### src/design/lis_pkg.sv
// ----------------------------------------------------------------------------
// lis_pkg
// Shared constants and controller/datapath interface types for the
// longest increasing subsequence block.
// ----------------------------------------------------------------------------
package lis_pkg;

    // Default sizing
    localparam int LIS_MAX_LEN    = 64;
    localparam int LIS_VALUE_BITS = 16;

    // Fixed port widths
    localparam int VALUE_W    = 16;
    localparam int INDEX_W    = 6;
    localparam int RUN_W      = 7;
    localparam int UNSORTED_W = 6;

    // Commands from the controller to the datapath
    typedef struct packed {
        logic accept;     // latch the incoming key and last flag
        logic scan_init;  // restart the compare scan
        logic scan_run;   // one scan step over stored elements
        logic store;      // write the new element and update the best run
        logic ovf_set;    // record a dropped input
        logic walk_init;  // mark the chosen end, start the backward walk
        logic walk_run;   // one backward walk step
        logic emit_init;  // restart the emission pointer
        logic emit_load;  // load the output register
        logic clear;      // return run totals, flags and marks to reset values
    } lis_cmd_t;

    // Status from the datapath to the controller
    typedef struct packed {
        logic full;        // store holds MAX_LEN elements
        logic final_pend;  // latched item was the last of the sequence
        logic scan_done;   // all compares finished
        logic walk_done;   // backward walk finished
        logic out_taken;   // output transaction this cycle
        logic out_last;    // the pending result is the last one
    } lis_stat_t;

endpackage

### src/design/lis_ctrl.sv
// ----------------------------------------------------------------------------
// lis_ctrl
// Sequencer for load, compare scan, store, backward walk and emission.
// ----------------------------------------------------------------------------
module lis_ctrl
    import lis_pkg::*;
(
    input  logic      aclk,
    input  logic      aresetn,
    input  logic      s_valid,
    input  logic      s_final_item,
    output logic      s_ready,
    output lis_cmd_t  cmd,
    input  lis_stat_t stat
);

    typedef enum logic [7:0] {
        ST_IDLE      = 8'b0000_0001,
        ST_SCAN      = 8'b0000_0010,
        ST_STORE     = 8'b0000_0100,
        ST_MARK      = 8'b0000_1000,
        ST_WALK      = 8'b0001_0000,
        ST_EMIT_RD   = 8'b0010_0000,
        ST_EMIT_OUT  = 8'b0100_0000,
        ST_EMIT_HOLD = 8'b1000_0000
    } state_t;

    state_t state_reg, state_next;

    // State register
    always_ff @(posedge aclk) begin
        if (!aresetn) begin
            state_reg <= ST_IDLE;
        end else begin
            state_reg <= state_next;
        end
    end

    assign s_ready = (state_reg == ST_IDLE);

    // Next state and command decode
    always_comb begin
        state_next = state_reg;
        cmd        = '0;
        case (state_reg)
            ST_IDLE: begin
                if (s_valid) begin
                    cmd.accept = 1'b1;
                    if (!stat.full) begin
                        cmd.scan_init = 1'b1;
                        state_next    = ST_SCAN;
                    end else begin
                        cmd.ovf_set = 1'b1;
                        if (s_final_item) begin
                            state_next = ST_MARK;
                        end
                    end
                end
            end
            ST_SCAN: begin
                cmd.scan_run = 1'b1;
                if (stat.scan_done) begin
                    state_next = ST_STORE;
                end
            end
            ST_STORE: begin
                cmd.store  = 1'b1;
                state_next = stat.final_pend ? ST_MARK : ST_IDLE;
            end
            ST_MARK: begin
                cmd.walk_init = 1'b1;
                state_next    = ST_WALK;
            end
            ST_WALK: begin
                cmd.walk_run = 1'b1;
                if (stat.walk_done) begin
                    cmd.emit_init = 1'b1;
                    state_next    = ST_EMIT_RD;
                end
            end
            ST_EMIT_RD: begin
                state_next = ST_EMIT_OUT;
            end
            ST_EMIT_OUT: begin
                cmd.emit_load = 1'b1;
                state_next    = ST_EMIT_HOLD;
            end
            ST_EMIT_HOLD: begin
                if (stat.out_taken) begin
                    if (stat.out_last) begin
                        cmd.clear  = 1'b1;
                        state_next = ST_IDLE;
                    end else begin
                        state_next = ST_EMIT_OUT;
                    end
                end
            end
            default: begin
                state_next = ST_IDLE;
            end
        endcase
    end

endmodule

### src/design/lis_dp.sv
// ----------------------------------------------------------------------------
// lis_dp
// Element stores, compare scan, best-run tracking, backward walk marks and
// the result output register.
// ----------------------------------------------------------------------------
module lis_dp
    import lis_pkg::*;
#(
    parameter int MAX_LEN    = LIS_MAX_LEN,
    parameter int VALUE_BITS = LIS_VALUE_BITS
) (
    input  logic                  aclk,
    input  logic                  aresetn,
    input  logic [VALUE_W-1:0]    s_value,
    input  logic                  s_final_item,
    input  lis_cmd_t              cmd,
    output lis_stat_t             stat,
    output logic                  m_valid,
    input  logic                  m_ready,
    output logic [INDEX_W-1:0]    m_index,
    output logic [RUN_W-1:0]      m_run_length,
    output logic                  m_in_subsequence,
    output logic [RUN_W-1:0]      m_longest,
    output logic [UNSORTED_W-1:0] m_unsorted_count,
    output logic                  m_overflow,
    output logic                  m_final_result
);

    localparam int KEY_W  = (VALUE_BITS < VALUE_W) ? VALUE_BITS : VALUE_W;
    localparam int ADDR_W = $clog2(MAX_LEN);
    localparam int CNT_W  = $clog2(MAX_LEN + 1);

    // Element stores
    logic [KEY_W-1:0] value_mem [MAX_LEN];
    logic [CNT_W-1:0] length_mem [MAX_LEN];

    // Control registers
    logic [CNT_W-1:0]   count_reg, count_next;
    logic [CNT_W-1:0]   best_len_reg, best_len_next;
    logic [ADDR_W-1:0]  best_end_reg, best_end_next;
    logic               ovf_reg, ovf_next;
    logic               final_pend_reg, final_pend_next;
    logic [CNT_W-1:0]   ptr_reg, ptr_next;
    logic               rd_valid_reg, rd_valid_next;
    logic [ADDR_W-1:0]  rd_idx_reg, rd_idx_next;
    logic [CNT_W-1:0]   best_prev_reg, best_prev_next;
    logic [CNT_W-1:0]   want_reg, want_next;
    logic [MAX_LEN-1:0] marks_reg, marks_next;
    logic               m_valid_reg, m_valid_next;

    // Payload registers
    logic [KEY_W-1:0]      key_reg;
    logic [KEY_W-1:0]      val_q_reg;
    logic [CNT_W-1:0]      len_q_reg;
    logic [INDEX_W-1:0]    out_index_reg;
    logic [RUN_W-1:0]      out_run_reg;
    logic                  out_member_reg;
    logic [RUN_W-1:0]      out_longest_reg;
    logic [UNSORTED_W-1:0] out_unsorted_reg;
    logic                  out_ovf_reg;
    logic                  out_final_reg;

    logic [ADDR_W-1:0] ptr_m1;
    logic [ADDR_W-1:0] rd_addr;
    logic [CNT_W-1:0]  new_len;
    logic              issue;

    assign ptr_m1  = ADDR_W'(ptr_reg - CNT_W'(1));
    assign rd_addr = cmd.walk_run ? ptr_m1 : ptr_reg[ADDR_W-1:0];
    assign new_len = best_prev_reg + CNT_W'(1);

    // Status
    assign stat.full       = (count_reg == CNT_W'(MAX_LEN));
    assign stat.final_pend = final_pend_reg;
    assign stat.scan_done  = (ptr_reg == count_reg) && !rd_valid_reg;
    assign stat.walk_done  = ((ptr_reg == '0) && !rd_valid_reg) ||
                             (want_reg == CNT_W'(1));
    assign stat.out_taken  = m_valid_reg && m_ready;
    assign stat.out_last   = out_final_reg;

    // Element memories: one write port, registered read
    always_ff @(posedge aclk) begin
        if (cmd.store) begin
            value_mem[count_reg[ADDR_W-1:0]]  <= key_reg;
            length_mem[count_reg[ADDR_W-1:0]] <= new_len;
        end
        val_q_reg <= value_mem[rd_addr];
        len_q_reg <= length_mem[rd_addr];
    end

    // Next-state logic for scan, store, walk and emission
    always_comb begin
        count_next      = count_reg;
        best_len_next   = best_len_reg;
        best_end_next   = best_end_reg;
        ovf_next        = ovf_reg;
        final_pend_next = final_pend_reg;
        ptr_next        = ptr_reg;
        rd_valid_next   = rd_valid_reg;
        rd_idx_next     = rd_idx_reg;
        best_prev_next  = best_prev_reg;
        want_next       = want_reg;
        marks_next      = marks_reg;
        m_valid_next    = m_valid_reg;
        issue           = 1'b0;

        if (cmd.accept) begin
            final_pend_next = s_final_item;
        end
        if (cmd.ovf_set) begin
            ovf_next = 1'b1;
        end
        if (cmd.scan_init) begin
            ptr_next       = '0;
            rd_valid_next  = 1'b0;
            best_prev_next = '0;
        end

        // Scan: issue reads forward, compare the registered read data in the next cycle
        if (cmd.scan_run) begin
            issue         = (ptr_reg != count_reg);
            rd_valid_next = issue;
            if (issue) begin
                ptr_next = ptr_reg + CNT_W'(1);
            end
            if (rd_valid_reg && (val_q_reg < key_reg) && (len_q_reg > best_prev_reg)) begin
                best_prev_next = len_q_reg;
            end
        end

        // Store the new element; first to reach a new maximum wins
        if (cmd.store) begin
            count_next = count_reg + CNT_W'(1);
            if (new_len > best_len_reg) begin
                best_len_next = new_len;
                best_end_next = count_reg[ADDR_W-1:0];
            end
        end

        // Backward walk from the chosen end
        if (cmd.walk_init) begin
            marks_next[best_end_reg] = 1'b1;
            want_next                = best_len_reg;
            ptr_next                 = CNT_W'(best_end_reg);
            rd_valid_next            = 1'b0;
        end
        if (cmd.walk_run) begin
            issue         = (ptr_reg != '0);
            rd_valid_next = issue;
            rd_idx_next   = ptr_m1;
            if (issue) begin
                ptr_next = ptr_reg - CNT_W'(1);
            end
            if (rd_valid_reg && (want_reg > CNT_W'(1)) &&
                (len_q_reg == want_reg - CNT_W'(1))) begin
                marks_next[rd_idx_reg] = 1'b1;
                want_next              = len_q_reg;
            end
        end

        // Emission
        if (cmd.emit_init) begin
            ptr_next      = '0;
            rd_valid_next = 1'b0;
        end
        if (m_valid_reg && m_ready) begin
            m_valid_next = 1'b0;
        end
        if (cmd.emit_load) begin
            m_valid_next = 1'b1;
            ptr_next     = ptr_reg + CNT_W'(1);
        end

        // End of run
        if (cmd.clear) begin
            count_next      = '0;
            best_len_next   = '0;
            best_end_next   = '0;
            ovf_next        = 1'b0;
            final_pend_next = 1'b0;
            marks_next      = '0;
        end
    end

    // Control registers
    always_ff @(posedge aclk) begin
        if (!aresetn) begin
            count_reg      <= '0;
            best_len_reg   <= '0;
            best_end_reg   <= '0;
            ovf_reg        <= 1'b0;
            final_pend_reg <= 1'b0;
            ptr_reg        <= '0;
            rd_valid_reg   <= 1'b0;
            rd_idx_reg     <= '0;
            best_prev_reg  <= '0;
            want_reg       <= '0;
            marks_reg      <= '0;
            m_valid_reg    <= 1'b0;
        end else begin
            count_reg      <= count_next;
            best_len_reg   <= best_len_next;
            best_end_reg   <= best_end_next;
            ovf_reg        <= ovf_next;
            final_pend_reg <= final_pend_next;
            ptr_reg        <= ptr_next;
            rd_valid_reg   <= rd_valid_next;
            rd_idx_reg     <= rd_idx_next;
            best_prev_reg  <= best_prev_next;
            want_reg       <= want_next;
            marks_reg      <= marks_next;
            m_valid_reg    <= m_valid_next;
        end
    end

    // Key capture and result register
    always_ff @(posedge aclk) begin
        if (cmd.accept) begin
            key_reg <= s_value[KEY_W-1:0];
        end
        if (cmd.emit_load) begin
            out_index_reg    <= INDEX_W'(ptr_reg[ADDR_W-1:0]);
            out_run_reg      <= RUN_W'(len_q_reg);
            out_member_reg   <= marks_reg[ptr_reg[ADDR_W-1:0]];
            out_longest_reg  <= RUN_W'(best_len_reg);
            out_unsorted_reg <= UNSORTED_W'(count_reg - best_len_reg);
            out_ovf_reg      <= ovf_reg;
            out_final_reg    <= ((ptr_reg + CNT_W'(1)) == count_reg);
        end
    end

    assign m_valid          = m_valid_reg;
    assign m_index          = out_index_reg;
    assign m_run_length     = out_run_reg;
    assign m_in_subsequence = out_member_reg;
    assign m_longest        = out_longest_reg;
    assign m_unsorted_count = out_unsorted_reg;
    assign m_overflow       = out_ovf_reg;
    assign m_final_result   = out_final_reg;

endmodule

### src/design/longest_increasing_subsequence.sv
// ----------------------------------------------------------------------------
// longest_increasing_subsequence
// Loads a sequence, computes the increasing run length ending at each element
// by a quadratic scan, marks one longest subsequence and emits one result per
// stored element after the last input.
//
//   Channel  Ports                                  Direction  Transaction
//   s_       s_value, s_final_item                  in         one element
//   m_       m_index, m_run_length, m_in_subsequence, out      one result
//            m_longest, m_unsorted_count, m_overflow,
//            m_final_result
//
// An element at position p is accepted, then p memory reads go through the
// single read port of the element stores, then their compares, an end-of-scan
// step and the store follow. A dropped element (store full) is only accepted.
// On the last element the mark step and the backward walk from the chosen end
// run, then a read step, then each result is loaded and held until m_ready
// takes it; no input is taken meanwhile.
// aresetn is synchronous, active low, and clears all control state.
// ----------------------------------------------------------------------------
module longest_increasing_subsequence
    import lis_pkg::*;
#(
    parameter int MAX_LEN    = LIS_MAX_LEN,
    parameter int VALUE_BITS = LIS_VALUE_BITS
) (
    input  logic                  aclk,
    input  logic                  aresetn,
    input  logic                  s_valid,
    output logic                  s_ready,
    input  logic [VALUE_W-1:0]    s_value,
    input  logic                  s_final_item,
    output logic                  m_valid,
    input  logic                  m_ready,
    output logic [INDEX_W-1:0]    m_index,
    output logic [RUN_W-1:0]      m_run_length,
    output logic                  m_in_subsequence,
    output logic [RUN_W-1:0]      m_longest,
    output logic [UNSORTED_W-1:0] m_unsorted_count,
    output logic                  m_overflow,
    output logic                  m_final_result
);

    lis_cmd_t  cmd;
    lis_stat_t stat;

    // Sequencer
    lis_ctrl u_ctrl (
        .aclk         (aclk),
        .aresetn      (aresetn),
        .s_valid      (s_valid),
        .s_final_item (s_final_item),
        .s_ready      (s_ready),
        .cmd          (cmd),
        .stat         (stat)
    );

    // Datapath
    lis_dp #(
        .MAX_LEN    (MAX_LEN),
        .VALUE_BITS (VALUE_BITS)
    ) u_dp (
        .aclk             (aclk),
        .aresetn          (aresetn),
        .s_value          (s_value),
        .s_final_item     (s_final_item),
        .cmd              (cmd),
        .stat             (stat),
        .m_valid          (m_valid),
        .m_ready          (m_ready),
        .m_index          (m_index),
        .m_run_length     (m_run_length),
        .m_in_subsequence (m_in_subsequence),
        .m_longest        (m_longest),
        .m_unsorted_count (m_unsorted_count),
        .m_overflow       (m_overflow),
        .m_final_result   (m_final_result)
    );

    // Loading and emission never overlap
    a_no_overlap: assert property (@(posedge aclk) disable iff (!aresetn)
        !(s_ready && m_valid))
        else $error("input ready while a result is pending");

    // The last result of a run returns the block to loading
    a_run_end: assert property (@(posedge aclk) disable iff (!aresetn)
        (m_valid && m_ready && m_final_result) |=> s_ready)
        else $error("block not ready after last result");

    // Datapath steps are exclusive
    a_cmd_excl: assert property (@(posedge aclk) disable iff (!aresetn)
        $onehot0({cmd.scan_run, cmd.store, cmd.walk_run, cmd.emit_load, cmd.accept}))
        else $error("conflicting datapath commands");

    // A taken result drops m_valid before the next one is loaded
    a_emit_gap: assert property (@(posedge aclk) disable iff (!aresetn)
        (m_valid && m_ready) |=> !m_valid)
        else $error("result register reloaded without read cycle");

endmodule

### config.mk
export PLATFORM = sky130hd
export DESIGN_NAME = longest_increasing_subsequence
export DESIGN_NICKNAME = d
export VERILOG_FILES = /design/src/design/lis_pkg.sv /design/src/design/lis_ctrl.sv /design/src/design/lis_dp.sv /design/src/design/longest_increasing_subsequence.sv
export SDC_FILE = /design/constraint.sdc
export NUM_CORES = 2
export LEC_CHECK = 0
export BUFFER_PORTS_ARGS = -buffer_cell sky130_fd_sc_hd__buf_4
export CORE_MARGIN = 1.5
export CORE_UTILIZATION = 65
export DETAILED_ROUTE_END_ITERATION = 7
export MAX_ROUTING_LAYER = met4
export PLACE_DENSITY = 0.81
export SLEW_MARGIN = 15
export SYNTH_ARGS = -nofsm -noshare
export SYNTH_HDL_FRONTEND = slang
export SYNTH_SLANG_ARGS = --single-unit
### constraint.sdc
create_clock -name aclk -period 10.4 [get_ports aclk]
set_input_delay 2.08 -clock aclk [delete_from_list [all_inputs] [get_ports aclk]]
set_output_delay 2.08 -clock aclk [all_outputs]
set_load 0.03 [all_outputs]
### Word-level counts from Yosys, hierarchy flattened

Memory sizes are Yosys's and may differ from the RTL's. A register that Yosys moved wholly into a read port is not among the register bits.
Index checks and enable logic that the tools add are counted.
Widths: inputs -> output; s select.

| word-level totals | value |
|---|---|
| RAM bits | 1,472 |
| memories kept | 2 |
| word-level logic and storage cells | 135 |
| register bits | 168 |
| output and inout port bits | 31 |
| input bits | 21 |

| operators by class | value |
|---|---|
| equality and inequality tests | 19 |
| multiplexer cells | 56 |
| reductions and logical operators | 19 |
| $lt $le $gt $ge | 9 |
| add/sub/neg operators | 6 |
| bitwise operators | 3 |

Memories:

| name | words | bits a word | read ports | clocked after memory_dff | wr ports | RTL line | RTL |
|---|---|---|---|---|---|---|---|
| u_dp.value_mem | 64 | 16 | 1 | 1 | 1 | lis_dp.sv:34 | `logic [KEY_W-1:0] value_mem [MAX_LEN];` |
| u_dp.length_mem | 64 | 7 | 1 | 1 | 1 | lis_dp.sv:35 | `logic [CNT_W-1:0] length_mem [MAX_LEN];` |

Operator list:

| operator | number |
|---|---|
| $mux 64 | 3 |
| $or 64x64->64 | 2 |
| $mux 7 | 15 |
| $pmux 8 s8 | 1 |
| $mux 8 | 6 |
| $mux 1 | 23 |
| $add 7x1->7 const B | 3 |
| $eq 7x7->1 | 3 |
| $lt 6x7->1 const B | 3 |
| $lt 16x16->1 | 1 |
| $gt 7x7->1 | 2 |
| $sub 7x1->7 const B | 2 |
| $demux 1 s6 | 2 |
| $ge 6x1->1 const B | 2 |
| $logic_and 1x1->1 | 9 |
| $eq 8x1->1 const B | 1 |
| $eq 8x2->1 const B | 1 |
| $eq 8x3->1 const B | 1 |
| $eq 8x4->1 const B | 1 |
| $eq 8x5->1 const B | 1 |
| $eq 8x6->1 const B | 1 |
| $eq 8x7->1 const B | 1 |
| $eq 8x8->1 const B | 1 |
| $ne 2x2->1 const B | 4 |
| 20 further kinds | 23 |

### Logic depth before layout (Yosys ltp)

| depth | value |
|---|---|
| word-level depth | 12 |
| gate-level depth with buffers | 18 |
| gate-level depth less buffers | 10 |

### By module

From an unflattened synthesis, not the netlist that was laid out.

| second synthesis, totals | value |
|---|---|
| cells, all modules | 4,683 |
| area total of the unflattened synthesis | 77,370.5 um^2 |

Modules (own cells, without submodules):

| module | cells each | sequential area each (um^2) | area each (um^2) | times used |
|---|---|---|---|---|
| lis_dp | 4,614 | 48,316.3 | 76,814.9 | 1 |
| lis_ctrl | 69 | 160.2 | 555.5 | 1 |

### Least setup slack after synthesis

No wires, ideal clock.

| timing path | value |
|---|---|
| kind | register to register |
| from | register u_dp.best_prev_reg[2] |
| to | register u_dp.best_len_reg[5] |
| arrival | 4,241 ps |
| setup time | 89 ps |
| data required time | 10,311 ps |
| setup slack | 6,070 ps |
| path buffers | 0 |
| clock period less this slack | 4,330 ps |
| cell stages (with the launch flop) | 10 |
| cells stage by stage | dfxtp_1 inv_1 nor3_1 nand3_1 xnor2_1 ha_1 a21o_1 o21ai_1 a211oi_1 a211oi_1 |

| between the ends | value |
|---|---|
| longest elaborated chain between the ends | 3 |

RTL lines:

| element | RTL line | RTL |
|---|---|---|
| start: declaration | lis_dp.sv:46 | `logic [CNT_W-1:0] best_prev_reg, best_prev_next;` |
| start signal: assignment | lis_dp.sv:209 | `best_prev_reg <= best_prev_next;` |
| $add 7x1->7 * | lis_dp.sv:70 | `assign new_len = best_prev_reg + CNT_W'(1);` |
| via u_dp.new_len[5] | lis_dp.sv:65 | `logic [CNT_W-1:0] new_len;` |
| $gt 7x7->1 | lis_dp.sv:134 | `if (new_len > best_len_reg) begin` |
| $reduce_and 2->1 (no line) | n/a |  |
| end signal: assignment | lis_dp.sv:202 | `best_len_reg <= best_len_next;` |
| end: declaration | lis_dp.sv:39 | `logic [CNT_W-1:0] best_len_reg, best_len_next;` |

Mark *: on every way through the listed nets, which the timed path passes. The rest lies on a longest branch.
A chain may end at the register's enable or synchronous reset.

### Worst setup path after layout

| timing path | value |
|---|---|
| from | register u_dp.ptr_reg[0] |
| to | register u_dp.len_q_reg[0] (read register of u_dp.length_mem) |

| between the ends | value |
|---|---|
| longest elaborated chain between the ends | 2 |

RTL lines:

| element | RTL line | RTL |
|---|---|---|
| start: declaration | lis_dp.sv:43 | `logic [CNT_W-1:0] ptr_reg, ptr_next;` |
| start signal: assignment | lis_dp.sv:206 | `ptr_reg <= ptr_next;` |
| $sub 7x1->7 | n/a |  |
| $mux 6 * | lis_dp.sv:69 | `assign rd_addr = cmd.walk_run ? ptr_m1 : ptr_reg[ADDR_W-1:0];` |
| end: declaration | lis_dp.sv:54 | `logic [CNT_W-1:0] len_q_reg;` |

Every way passes the cells marked *; elsewhere a longest branch is shown, timed or not.

==> impl_metrics.ini <==
[final_layout]
drive_gt1_share_pct = 12.3
fin_area_um2 = 79300
final_cell_mix = edfxtp_1, mux2i_1, o221ai_1
fin_util_pct = 72.6
nets = 5053
stdcell_count = 6611
syn2layout_area_growth_pct = 10.1
largest_reg_flops = 1024
final_common_cell = edfxtp_1

[sta]
fin_tns_setup_ps = 0
relSlewSlack_pct = 12.5
skew_ps = 38.4
finalCriticalPeriod_ps = 5880
tightest_slew_ps = 1300
setup_violations = 0
hold-worst-slack_ps = 429
hold_violations = 0
rsz0062_at_grt = no
setup_slack_ps = 4520
fin_crit_sh_pct = 56.5
slew_viol_final = 0
fmaxAchievable_ghz = 0.170

[floorplan]
core_area_um2 = 109000
rows = 121
dieArea_um2 = 113000
ioPinCount = 52
die_y_um = 336
die_w_um = 336
start_util_pct = 65.9

[synth]
ys_types = 80
synth_cells = 5079
synth-warning-count = 0
avgSynthCellArea_um2 = 14.2
syn_nets = 5143
synthFlopType = edfxtp_1
synth.cell_area_um2 = 72000
synth-edff-count = 1517
yosysSeqAreaShare_pct = 67.3
synth-seq-cells = 1663
async_reset_ff_share_pct = 0

[pwr]
swShare_pct = 20.5
clockPowerShare_pct = 44.1
p_int_mw = 10.7
p_seq_share_pct = 54.4
p_sw_mw = 2.75
combPwrFrac_pct = 1.5
total_power_mw = 13.4
total_leakage_power_nw = 23.3
vdd_drop_max_uv = 178
power_density_nw_per_um2 = 169

[global_route]
grt_pass1_vias = 49400
grt_pass1_wl_mm = 315
grt_start_max_net_pins = 176
antenna_found_initial = 12
grt-ovfl-total = 0
track_usage_pct = 38.9

[route]
wl_mm = 216
vias = 51400
wire_per_inst_um = 32.6
dr.pass1.iters = 8
ant_nets = 0
drc_errors = 2
drt_iter0_drc = 9680
vias_per_cell = 7.78

[setup_path]
cp-start-kind = register
critPathKind = reg -> reg
worstPathRequired_ps = 11160
r2r_slack_ps = 4520
endpoint_kind = register
critPathMaxFanout = 134
cp.arrival_ps = 6640

[clock_tree]
cts_resized = 0
cts_made_buffers = 163
clock-root-buffer = clkbuf_16
insertion_delay_ps = 820
post_cts_buffers = 0
ctsHoldBuffers = 0
clk_pin_slew_worst_paths_ps = 60
clkSinkCount = 1663
htreeDepth = 4
cts_tree = done
cts_buffer_depth = 3

[place]
place_ws_ps = 4670
portBuffers = 51
routabilityCongestion = 0.987
hpwl_mm = 120
place_area_um2 = 73900
place_inst = 6300

[status]
failed_checks = design-rule violations
status = complete, but fails checks

[flow_run]
drv_cap = 0

[min_path]
hold_path.class = reg -> reg
[worst max-delay path, stage by stage, from the launching register on]
cell      delay (ps)
dfxtp_4          500
inv_6            600
ha_1             430
inv_1            100
o31ai_1          660
and2_4           650
buf_12           590
nand2_1         1030
o221ai_1         670
or4_1            190
[path summary, 6_finish.rpt]
path | from | depth (start not counted) | end
setup reg to reg | u_dp.ptr_reg[0] | 9 | u_dp.len_q_reg[0]
setup / recovery | u_dp.ptr_reg[0] | 9 | u_dp.len_q_reg[0]
hold / removal | u_dp.best_len_reg[2] | 0 | u_dp.m_longest[2]
hold reg to reg | u_dp.best_len_reg[2] | 0 | u_dp.m_longest[2]
[synthesized netlist by cell type (7+ instances only)]
library cell / instances / area (µm²)
a211oi_1: 85 / 638
a21o_1: 12 / 90.1
a21oi_1: 222 / 1110
a221oi_1: 49 / 429
a22oi_1: 181 / 1360
a32oi_1: 13 / 114
and2_1: 7 / 43.8
and3_1: 8 / 50.1
buf_1: 46 / 173
buf_2: 101 / 505
buf_4: 7 / 52.6
clkbuf_1: 308 / 1160
dfxtp_1: 146 / 2920
edfxtp_1: 1517 / 45600
ha_1: 42 / 526
inv_1: 51 / 191
mux2i_1: 395 / 3950
mux4_2: 22 / 495
nand2_1: 87 / 327
nand2b_1: 16 / 100
nand3_1: 36 / 180
nand4_1: 85 / 532
nor2_1: 133 / 499
nor2b_1: 12 / 75.1
nor3_1: 159 / 796
nor3b_1: 11 / 82.6
nor4_1: 14 / 87.6
o2111ai_1: 8 / 70.1
o211ai_1: 9 / 67.6
o21a_1: 61 / 458
o21ai_0: 148 / 741
o221a_2: 37 / 417
o221ai_1: 392 / 3430
o22a_1: 42 / 368
o22ai_1: 372 / 2330
o31ai_1: 11 / 82.6
o32a_1: 19 / 190
o32ai_1: 25 / 219
or2_2: 7 / 43.8
or3_1: 18 / 113
or4_1: 25 / 188
xnor2_1: 28 / 245
xor2_1: 18 / 158
[layer usage]
layer  GRT usage, %  wire length [µm]  up-vias
li1               -                 -    21000
met1           48.5             72700    25100
met2           56.6             96000     4433
met3           10.5             30800      943
met4           25.1             16200        0
met5              -                 0        -
[layout make-up]
class	count	area, µm²
inverters	56	215
clock inverters	88	906
well taps	1476	1850
diodes	8	20.0
clock buffers	215	4460
flip-flops and latches	1663	48500
repair buffers	210	1610
multi-input cells	2895	21800
fillers	6607	30000
[cells by family after synthesis]
kind of cell             share of synthesized area [%]
adder cells (fa/ha/maj)                          0.758
flip-flops                                        67.3
AO/OA/AOI/OAI                                     17.4
XOR/XNOR                                         0.559
AND/OR/NAND/NOR                                   4.77
multiplexers                                      6.24
buffers and inverters                             2.95
[power by group through the flow]
stage | Combinational, mW | Sequential [mW] | Clock, mW
after floorplan | 0.0470 | 7.49 | 0
final | 0.203 | 7.30 | 5.91
after CTS | 0.192 | 7.30 | 5.91
after global routing | 0.206 | 7.30 | 6.17
after global placement | 0.183 | 7.45 | 0
after detailed placement | 0.191 | 7.45 | 0
Power figures use the tool's default switching activity.
